===== src/rtl/core/smm_pkg.sv =====
// Shared types and constants for the square matrix multiply core.
// No dependencies; used by smm_mac and square_matrix_multiply_core.
package smm_pkg;

  localparam int unsigned DATA_W = 32;
  localparam int unsigned SIZE_W = 4;
  localparam int unsigned POS_W  = 3;

  typedef logic [DATA_W-1:0] word_t;

  typedef struct packed {
    logic valid;
    logic first;
    logic last;
  } mac_ctl_t;

endpackage


===== src/rtl/core/smm_mac.sv =====
// Shared multiply-accumulate unit: one registered multiply, then one accumulate.
// Depends on smm_pkg for the word and control types.
module smm_mac (
  input  logic             clk,
  input  logic             rst,
  input  smm_pkg::mac_ctl_t ctl,
  input  smm_pkg::word_t   x,
  input  smm_pkg::word_t   y,
  output logic             done,
  output smm_pkg::word_t   sum
);

  smm_pkg::word_t               full;
  smm_pkg::word_t               prod;
  smm_pkg::mac_ctl_t            ctl_q;

  assign full = x * y;

  always_ff @(posedge clk) begin
    prod <= full;
    if (rst) begin
      ctl_q <= '0;
      done  <= 1'b0;
    end else begin
      ctl_q <= ctl;
      done  <= ctl_q.valid & ctl_q.last;
    end
    if (ctl_q.valid) begin
      sum <= (ctl_q.first ? '0 : sum) + prod;
    end
  end

endmodule

===== config.mk =====
export PLATFORM = sky130hd
export DESIGN_NAME = smm_mac
export DESIGN_NICKNAME = d
export VERILOG_FILES = /design/src/rtl/core/smm_pkg.sv /design/src/rtl/core/smm_mac.sv
export SDC_FILE = /design/constraint.sdc
export NUM_CORES = 1
export LEC_CHECK = 0
export BUFFER_PORTS_ARGS = -buffer_cell sky130_fd_sc_hd__buf_2
export CORE_MARGIN = 2
export CORE_UTILIZATION = 45
export CTS_CLUSTER_SIZE = 14
export DETAILED_ROUTE_END_ITERATION = 10
export MAX_ROUTING_LAYER = met4
export PLACE_DENSITY = 0.58
export SYNTH_ARGS = -nofsm -noshare
export SYNTH_HDL_FRONTEND = slang
export SYNTH_SLANG_ARGS = --single-unit

===== constraint.sdc =====
create_clock -name clk -period 8.8 [get_ports clk]
set_clock_uncertainty 0.1 [all_clocks]
set_input_delay 1.32 -clock clk [delete_from_list [all_inputs] [get_ports clk]]
set_output_delay 1.32 -clock clk [all_outputs]
set_load 0.02 [all_outputs]

# Yosys cells after proc, flatten, opt, wreduce, memory -nomap -nowiden
# Cells that the tools add are included.
word_totals:
  register_bits: 68
  input_bits: 69
  out_inout_bits: 33
op_classes:
  addsub: 1
  mul: 1
  mux: 1
  bitwise: 1
ops:
  columns: ["cell", "n"]
  rows:
  - ["adder 32 bit", 1]
  - ["multiplier 32 x 32 -> 32 bit", 1]
  - ["two-way mux 32 bit", 1]
  - ["AND 1 bit", 1]

# Longest topological paths before layout
# Gate-level depths: netlist of the first run.
depth:
  depth_word: 2
  depth_mapped: 26

# Worst setup path after synthesis of the first run
# No wires, ideal clock.
synth_path:
  path_type: "input -> register"
  from: "input port y[2]"
  to: "register prod[30]"
  t_arrival_ns: 7.598
  slack_ns: 0.984
  stages: 24
  path_buffers: 2
  path_cell_list: "clkbuf_1 -> clkbuf_1 -> and2_1 -> fa_1 -> inv_1 -> fa_1 -> fa_1 -> fa_1 -> inv_1 -> fa_1 -> inv_1 -> fa_1 -> inv_1 -> fa_1 -> fa_1 -> ha_1 -> a21o_1 -> a31oi_1 -> o21ai_1 -> a21o_1 -> o31ai_1 -> o21ai_1 -> o41a_1 -> xor2_1"
synth_via:
  elab_chain_cells: 1
synth_rtl:
  columns: ["element", "line_no", "rtl"]
  rows:
  - ["start, declared", "smm_mac.sv:8", "input smm_pkg::word_t y,"]
  - ["multiplier 32 x 32 -> 32 bit", "smm_mac.sv:17", "assign full = x * y;"]
  - ["net full[30]", "smm_mac.sv:13", "smm_pkg::word_t full;"]
  - ["end signal, assigned", "smm_mac.sv:20", "prod <= full;"]
  - ["end, declared", "smm_mac.sv:14", "smm_pkg::word_t prod;"]
# The timed path passes the listed nets, and every way through them passes these cells.
# A chain may end at the register's enable or synchronous reset.

# Final worst setup path of the first run
# Ends and elaborated chain as after synthesis.

==> flow_summary.yaml, run 1 <==
run_status:
  status: "finished, final reports clean"
floorplanning:
  pin_count: 102
  rows: 75
  dieHeight_um: 210.4
  die_w_um: 210.4
  core_area_um2: 41950
  die_area_um2: 44260
  start_util_pct: 45.69
placed_design:
  routabilityCongestion: 0.9168
  port_buffers: 101
  dp_hpwl_um: 42080
critical_path:
  worstRegToRegCells: 13
  critPathArrivalTime_ns: 8.16
  slowest_delay_ns: 0.58
  crit_chain: "buf_2 > and2_1 > fa_1 > inv_1 > fa_1 > fa_1 > fa_1 > inv_1 > fa_1 > inv_1 > fa_1 > inv_1 > fa_1 > fa_1 > ha_1 > a21o_1 > a31oi_1 > o21ai_1 > a21o_1 > o31ai_1 > o21ai_1 > o41a_1 > xor2_1"
  crit_top_cell: "fa_1"
  worst-setup-path-type: "input port to register"
  cp-end-kind: "register"
  critPathLaunchType: "input port"
  cp.required_ns: 8.91
  worst-path-stages: 23
  critical_path.slowest_cell: "fa_1"
  critPathMaxFanout: 30
  crit_family: "adder cells"
  ff2ff_setup_slack_ns: 5.21
  path_buf_inv: 5
yosys:
  synthArstFlopShare_pct: 0
  syn_inst: 2076
  yosysSeqAreaShare_pct: 8.775
  synth.distinct_cells: 58
  synth_fp_nets: 2708
  synth_edf_count: 32
  yosys_register_bits: 68
  yosysWarnings: 0
  syn_area_um2: 19160
  avgSynthCellArea_um2: 9.232
  synth-main-ff-cell: "dfxtp_1"
timing:
  drv_slew: 0
  rsz0062_at_grt: "no"
  tightest_slew_ns: 0.7225
  finalCritPeriodShare_pct: 91.43
  finalSetupViolCount: 0
  totalNegativeSetupSlack_ns: 0
  fin_crit_ns: 8.046
  finalHoldViolCount: 0
  fmax_ghz: 0.1243
  timing.slew.headroom_pct: 51.84
min_path:
  hold_class: "register to register"
  hold_depth: 2
clock_tree:
  clock-sinks: 68
  hold_buffers: 0
  cts_tree: "built"
  postCtsSetupBuffers: 0
  htreeDepth: 3
  path_clk_slew_ns: 0.05
  cts-resized-gates: 0
  cts_buffers: 9
  clockBufferDepth: 2
  clk_latency_ns: 0.33
  cts_root_buffer: "clkbuf_16"
route:
  ant_nets: 0
  wl_per_cell_um: 18.79
  vias_per_cell: 5.066
  dr.first_iter.drc_count: 641
  routed_wl_um: 50060
  dr.pass1.iters: 5
  vias: 13500
  drc: 0
layout:
  diodes: 0
  nFillCells: 3926
  nets: 2752
  drive_gt1_share_pct: 7.294
  final_core_util_pct: 48.93
  syn_to_final_growth_pct: 7.103
global_route:
  antenna_found_initial: 0
  grt_pass1_wl_um: 81390
  gr-total-overflow: 0
  grt_max_degree: 34
  grtUsageTotal_pct: 24.43
  grt_pass1_vias: 14760
flow_run:
  cap_violations: 0
## worst reg2reg max path: stages (launching register included)
cell and delay, ns:
dfxtp_1 0.29, buf_4 0.23, nor2b_1 0.22, ha_1 0.20, inv_1 0.06, fa_1 0.43
nor2b_1 0.16, o2111ai_1 0.16, nand4b_1 0.19, nand3_1 0.19, o31ai_2 0.49, a21oi_1 0.17
a21o_1 0.19, a211o_1 0.26
## registers in the layout, summed over array words and instances (netlist names)
name	count
prod	32
sum	32
ctl_q	3
done	1
## layout by cell type (no fill, tap or decap), types with 2 or more instances in the layout
master | netlist | layout
o21a_1 | 4 | 4
a21o_1 | 23 | 23
inv_6 | 0 | 2
o21bai_1 | 10 | 10
o211ai_1 | 2 | 2
nand2b_1 | 9 | 9
edfxtp_1 | 32 | 32
xor2_1 | 19 | 19
o21ai_0 | 24 | 24
a211oi_1 | 5 | 5
a2111oi_0 | 2 | 2
nor2b_1 | 38 | 38
a31oi_1 | 4 | 4
o21ai_1 | 8 | 8
and2_1 | 274 | 274
or3_1 | 3 | 3
a21oi_1 | 47 | 47
a211o_1 | 2 | 2
buf_2 | 2 | 101
ha_1 | 154 | 154
nor3_1 | 9 | 9
a2111oi_4 | 2 | 2
a21oi_2 | 3 | 3
dfxtp_1 | 36 | 36
nand2_1 | 277 | 277
nand3_1 | 12 | 12
fa_1 | 409 | 409
xnor2_1 | 95 | 95
o2111ai_1 | 2 | 2
inv_1 | 416 | 416
o21ai_2 | 2 | 2
and3_1 | 4 | 4
nor4_1 | 2 | 2
o31ai_1 | 6 | 6
clkbuf_16 | 0 | 12
nor2_1 | 29 | 29
buf_4 | 0 | 22
## cells in the mapped netlist (29+ instances only)
| cell | count | area share [%] |
|---|---|---|
| xnor2_1 | 95 | 4.3 |
| clkbuf_1 | 87 | 1.7 |
| nor2b_1 | 38 | 1.2 |
| nor2_1 | 29 | 0.57 |
| dfxtp_1 | 36 | 3.8 |
| inv_1 | 416 | 8.1 |
| a21oi_1 | 47 | 1.2 |
| edfxtp_1 | 32 | 5.0 |
| and2_1 | 274 | 8.9 |
| fa_1 | 409 | 43 |
| ha_1 | 154 | 10 |
| nand2_1 | 277 | 5.4 |
## worst paths after layout
| check | startpoint | endpoint |
|---|---|---|
| setup reg to reg | ctl_q[1] | sum[30] |
| hold / removal | ctl_q[0] | done |
| setup / recovery | y[2] | prod[30] |
| hold reg to reg | ctl_q[0] | done |
## through the flow
step,cells,area (um2),hold WS [ns],worst slack [ns]
after global placement,2648,20170,0.3017,0.5341
after floorplan,2076,19160,0.2952,0.9839
final,2664,20530,0.3120,0.7537
after CTS,2664,20530,0.3169,0.7967
after detailed placement,2648,20170,0.3080,0.4521
after global routing,2664,20530,0.3431,0.4531
## final cells by class
type | instances | area, um2 | area share, %
well taps | 539 | 674.4 | 3.286
multi-input cells | 1502 | 15580 | 75.91
flip-flops and latches | 68 | 1682 | 8.193
repair buffers | 123 | 670.6 | 3.267
clock inverters | 4 | 56.30 | 0.2743
clock buffers | 12 | 300.3 | 1.463
inverters | 416 | 1562 | 7.607
## layer usage
metal | share of wire (%) | GRT usage (%)
met1 | 45 | 32.58
met2 | 48 | 40.31
met3 | 3.6 | 1.624
met4 | 3.1 | 7.576
met5 | 0 | -
## logic make-up (layout without fill, tap and decap cells)
logic type,Yosys count,count (layout),synth area share (%)
and+or+nand+nor,664,664,17.58
adders and majority gates,563,563,52.78
buffers and inverters,506,555,9.924
AOI/OAI and AO/OA,161,161,5.739
xor gates and xnor gates,114,114,5.210
DFF,68,68,8.775
Power of run 1 is not shown: default switching activity piles up to over one toggle a cycle in this logic, so the estimate is an artifact.
==> inputs of run 2 (changes only) <==
==> constraint.sdc (replaced) <==
create_clock -name clk -period 8.8 [get_ports clk]
set_clock_uncertainty 0.1 [all_clocks]
set_input_delay 0.88 -clock clk [delete_from_list [all_inputs] [get_ports clk]]
set_output_delay 0.88 -clock clk [all_outputs]
set_load 0.02 [all_outputs]
==> flow_summary.yaml, run 2 (synthesized netlist as in run 1, its figures left out) <==
run_status:
  status: "finished, final reports clean"
global_route:
  grt_max_degree: 34
  gr-total-overflow: 0
  grtUsageTotal_pct: 24.23
  antenna_found_initial: 0
  grt_pass1_vias: 15040
  grt_pass1_wl_um: 80960
route:
  drc: 0
  vias: 13490
  dr.first_iter.drc_count: 634
  dr.pass1.iters: 5
  vias_per_cell: 5.091
  wl_per_cell_um: 18.47
  ant_nets: 0
  routed_wl_um: 48950
min_path:
  min_to: "done"
  hold_depth: 2
  hold_class: "register to register"
  hold_start: "ctl_q[0]"
clock_tree:
  cts-resized-gates: 0
  path_clk_slew_ns: 0.05
  clockBufferDepth: 2
  postCtsSetupBuffers: 0
  cts_root_buffer: "clkbuf_16"
  clock-sinks: 68
  clk_latency_ns: 0.33
  cts_tree: "built"
  htreeDepth: 3
  hold_buffers: 0
  cts_buffers: 9
critical_path:
  path_buf_inv: 5
  r2r-end: "sum[30]"
  crit_top_cell: "fa_1"
  worst-setup-path-type: "input port to register"
  cp.required_ns: 8.92
  critPathArrivalTime_ns: 7.70
  critPathMaxFanout: 30
  crit_chain: "buf_2 > and2_1 > fa_1 > inv_1 > fa_1 > fa_1 > fa_1 > inv_1 > fa_1 > inv_1 > fa_1 > inv_1 > fa_1 > fa_1 > ha_1 > a21o_1 > a31oi_1 > o21ai_1 > a21o_1 > o31ai_1 > o21ai_1 > o41a_1 > xor2_1"
  slowest_delay_ns: 0.58
  critical_path.slowest_cell: "fa_1"
  critical_path.startpoint: "y[2]"
  crit_family: "adder cells"
  rr_startpoint: "ctl_q[1]"
  cp-end-kind: "register"
  worst-path-stages: 23
  ff2ff_setup_slack_ns: 5.21
  worstRegToRegCells: 13
  critPathLaunchType: "input port"
layout:
  final_common_cell: "inv_1"
  drive_gt1_share_pct: 6.632
  diodes: 0
  top_regs: "prod: 32 flops, sum: 32 flops, ctl_q: 3 flops"
  final_area_um2: 20330
  syn_to_final_growth_pct: 6.104
  final_core_util_pct: 48.48
  layoutNonFillerInstCount: 2650
  final_cell_mix: "inv_1, fa_1, nand2_1, and2_1, ha_1"
  nets: 2738
timing:
  fin_crit_ns: 7.585
  finalSetupViolCount: 0
  tightest_slew_ns: 0.7579
  drv_slew: 0
  timing.slew.headroom_pct: 49.47
  finalHoldViolCount: 0
  totalNegativeSetupSlack_ns: 0
  finalCritPeriodShare_pct: 86.20
  rsz0062_at_grt: "no"
  fmax_ghz: 0.1318
floorplanning:
  pin_count: 102
  dieHeight_um: 210.4
  die_w_um: 210.4
  start_util_pct: 45.69
  rows: 75
  die_area_um2: 44260
  core_area_um2: 41950
placed_design:
  dp_hpwl_um: 40980
  dp.cells: 2634
  port_buffers: 101
  routabilityCongestion: 0.9287
  place_area_um2: 20060
flow_run:
  cap_violations: 0
[run 2: cell types whose count changed in the layout (fill, tap and decap cells not counted), sizes merged]
cell | previous run | this run
buf | 123 | 109
bufinv | 1 | 0
clkbuf | 12 | 11
clkinv | 1 | 4
clkinvlp | 0 | 1
inv | 418 | 416
[run 2: layer usage]
layer  track usage (%)  share of wire (%)  vias up
met3             3.233                4.7       63
met4             7.139                3.1        0
met5                 -                  0        -
li1                  -                  -     6247
met1             30.96                 44     6887
met2             40.51                 48      295
[run 2: area by class of cell]
type	instances	area, um2
flip-flops and latches	68	1682
fillers	3991	21610
inverters	416	1562
multi-input cells	1502	15580
well taps	539	674.4
clock buffers	11	242.7
repair buffers	109	565.5
clock inverters	5	27.53
[run 2: tightest hold or removal path, delay by kind of cell, from the launching register on]
family,cells,cell delay [ns]
and+or+nand+nor,2,0.08
DFF,1,0.30
[run 2: worst max path at each step]
stage,slack [ns],endpoint
after CTS,1.26,prod[31]
after global placement,0.99,prod[30]
after global routing,0.93,prod[31]
after floorplan,1.42,prod[30]
final,1.21,prod[30]
after detailed placement,0.93,prod[30]
[run 2: per-stage QoR]
step,hold WS [ns],setup slack [ns]
CTS,0.3209,1.264
global placement,0.3020,0.9946
global route,0.3616,0.9290
finish,0.3169,1.215
detailed placement,0.3133,0.9312
floorplan,0.2952,1.424
Power of run 2 is left out for the same reason.
==> inputs of run 3 (changes only) <==
ABC_AREA = 1   (was not set)
CAP_MARGIN = 20   (was not set)
==> flow_summary.yaml, run 3 <==
global_route:
  grt_pass1_wl_um: 90110
  grtUsageTotal_pct: 25.37
  gr-total-overflow: 0
  grt_pass1_vias: 17200
  antenna_found_initial: 0
  grt_max_degree: 34
route:
  drc: 0
  routed_wl_um: 55220
  vias: 15850
  wl_per_cell_um: 16.87
  dr.first_iter.drc_count: 807
  vias_per_cell: 4.842
  dr.pass1.iters: 5
  ant_nets: 0
critical_path:
  crit_top_cell: "fa_1"
  worst-setup-path-type: "input port to register"
  critPathArrivalTime_ns: 7.75
  r2r-end: "sum[26]"
  critical_path.slowest_cell: "fa_1"
  critPathLaunchType: "input port"
  cp.required_ns: 8.95
  ff2ff_setup_slack_ns: 5.82
  rr_startpoint: "ctl_q[1]"
  cp-end-kind: "register"
  worstRegToRegCells: 11
  crit_chain: "buf_2 > nand2_1 > fa_1 > inv_1 > fa_1 > inv_1 > fa_1 > inv_1 > fa_1 > inv_1 > fa_1 > inv_1 > fa_1 > fa_1 > fa_1 > ha_1 > a21oi_1 > o21ai_0 > a21oi_1 > o21ai_0 > nor2_1 > inv_1 > nand2_1 > nand2_1"
  critPathMaxFanout: 24
  slowest_delay_ns: 0.56
clock_tree:
  hold_buffers: 0
  cts_tree: "built"
  clk_latency_ns: 0.36
  htreeDepth: 3
  cts_buffers: 9
  clockBufferDepth: 2
  cts_root_buffer: "clkbuf_16"
  postCtsSetupBuffers: 0
  cts-resized-gates: 0
  clock-sinks: 68
  path_clk_slew_ns: 0.07
timing:
  rsz0062_at_grt: "no"
  finalCritPeriodShare_pct: 86.30
  finalSetupViolCount: 0
  fmax_ghz: 0.1317
  finalHoldViolCount: 0
  fin_crit_ns: 7.594
  tightest_slew_ns: 0.8249
  timing.slew.headroom_pct: 45.01
  drv_slew: 0
  totalNegativeSetupSlack_ns: 0
yosys:
  yosysMostFrequentCell: "inv_1"
  synth.distinct_cells: 42
  yosysTopAreaCell: "fa_1"
  yosysWarnings: 0
  synth-simple-area-share_pct: 17.60
  syn_area_um2: 20390
  synth_area_leaders: "fa_1, inv_1, nand2_1"
  synth_top_area_share_pct: 40.15
  avgSynthCellArea_um2: 7.658
  yosys_register_bits: 68
  synthTopCellsByCount: "inv_1, nand2_1, fa_1, ha_1, nor2_1"
  synth_edf_count: 32
  synth.area.mux_share_pct: 0
  synthAdderAreaFrac_pct: 49.60
  synth-main-ff-cell: "dfxtp_1"
  synth_fp_nets: 3295
  synthArstFlopShare_pct: 0
  syn_inst: 2663
  synthXorXnorAreaFrac_pct: 3.252
  synth_top_family_by_area: "adder cells"
  yosysSeqAreaShare_pct: 8.246
  synth_compound_area_share_pct: 4.332
placed_design:
  dp_hpwl_um: 45310
  routabilityCongestion: 0.9645
  port_buffers: 101
layout:
  nets: 3308
  nFillCells: 4481
  syn_to_final_growth_pct: 5.528
  drive_gt1_share_pct: 5.968
  top_regs: "prod: 32 flops, sum: 32 flops, ctl_q: 3 flops"
  diodes: 0
  final_common_cell: "inv_1"
  final_cell_mix: "inv_1, nand2_1, fa_1, ha_1, buf_2"
min_path:
  hold_depth: 2
  hold_class: "register to register"
  hold_start: "ctl_q[0]"
  min_to: "done"
flow_run:
  cap_violations: 0
floorplanning:
  rows: 77
  die_area_um2: 47030
  pin_count: 102
  start_util_pct: 45.81
  core_area_um2: 44510
  die_w_um: 216.9
  dieHeight_um: 216.9
run_status:
  status: "finished, final reports clean"
-- run 3: metal layers --
| layer | up-vias | global-route usage [%] | share of wire (%) |
|---|---|---|---|
| li1 | 7572 | - | - |
| met1 | 7806 | 30.52 | 41 |
| met2 | 396 | 46.04 | 52 |
| met3 | 74 | 2.264 | 4.5 |
| met4 | 0 | 6.027 | 2.0 |
| met5 | - | - | 0 |
-- run 3: logic make-up after synthesis --
logic type / after synthesis
AND/OR/NAND/NOR: 911
flip-flops: 68
AO/OA/AOI/OAI: 143
adder cells (fa/ha/maj): 563
XOR/XNOR: 74
buffers and inverters: 904
-- run 3: layout make-up --
type                            count  area [um2]  share of cell area [%]
Inverter                          799        2999                   13.94
Timing Repair Buffer              107       550.5                   2.558
Tap cell                          592       740.7                   3.442
Sequential cell                    68        1682                   7.814
Clock buffer                       11       264.0                   1.227
Multi-Input combinational cell   1691       15250                   70.86
Clock inverter                      5       33.78                  0.1570
-- run 3: worst max-delay path: cells and delay by family --
kind                       cells  cell delay (ns)
adders and majority gates      9             4.46
buffers and inverters          7             0.90
AOI/OAI and AO/OA              4             0.77
and+or+nand+nor                4             0.73
-- run 3: metrics by stage --
step | setup WS, ns | hold slack [ns] | utilization (%) | area [um2] | std cells
final | 1.206 | 0.3253 | 48.35 | 21520 | 3273
after CTS | 1.209 | 0.3306 | 48.35 | 21520 | 3273
after floorplan | 1.797 | 0.2952 | - | 20390 | 2663
after global routing | 0.9059 | 0.3473 | 48.35 | 21520 | 3273
after global placement | 0.8947 | 0.3039 | 47.68 | 21220 | 3257
after detailed placement | 0.8227 | 0.3223 | 47.68 | 21220 | 3257
-- run 3: worst max path at each step --
stage,from,endpoint,slack (ns)
after CTS,y[8],prod[31],1.21
final,y[8],prod[31],1.21
after global placement,y[8],prod[31],0.89
after global routing,y[8],prod[31],0.91
after floorplan,x[12],prod[26],1.80
after detailed placement,y[8],prod[31],0.82
Power of run 3 is left out for the same reason.
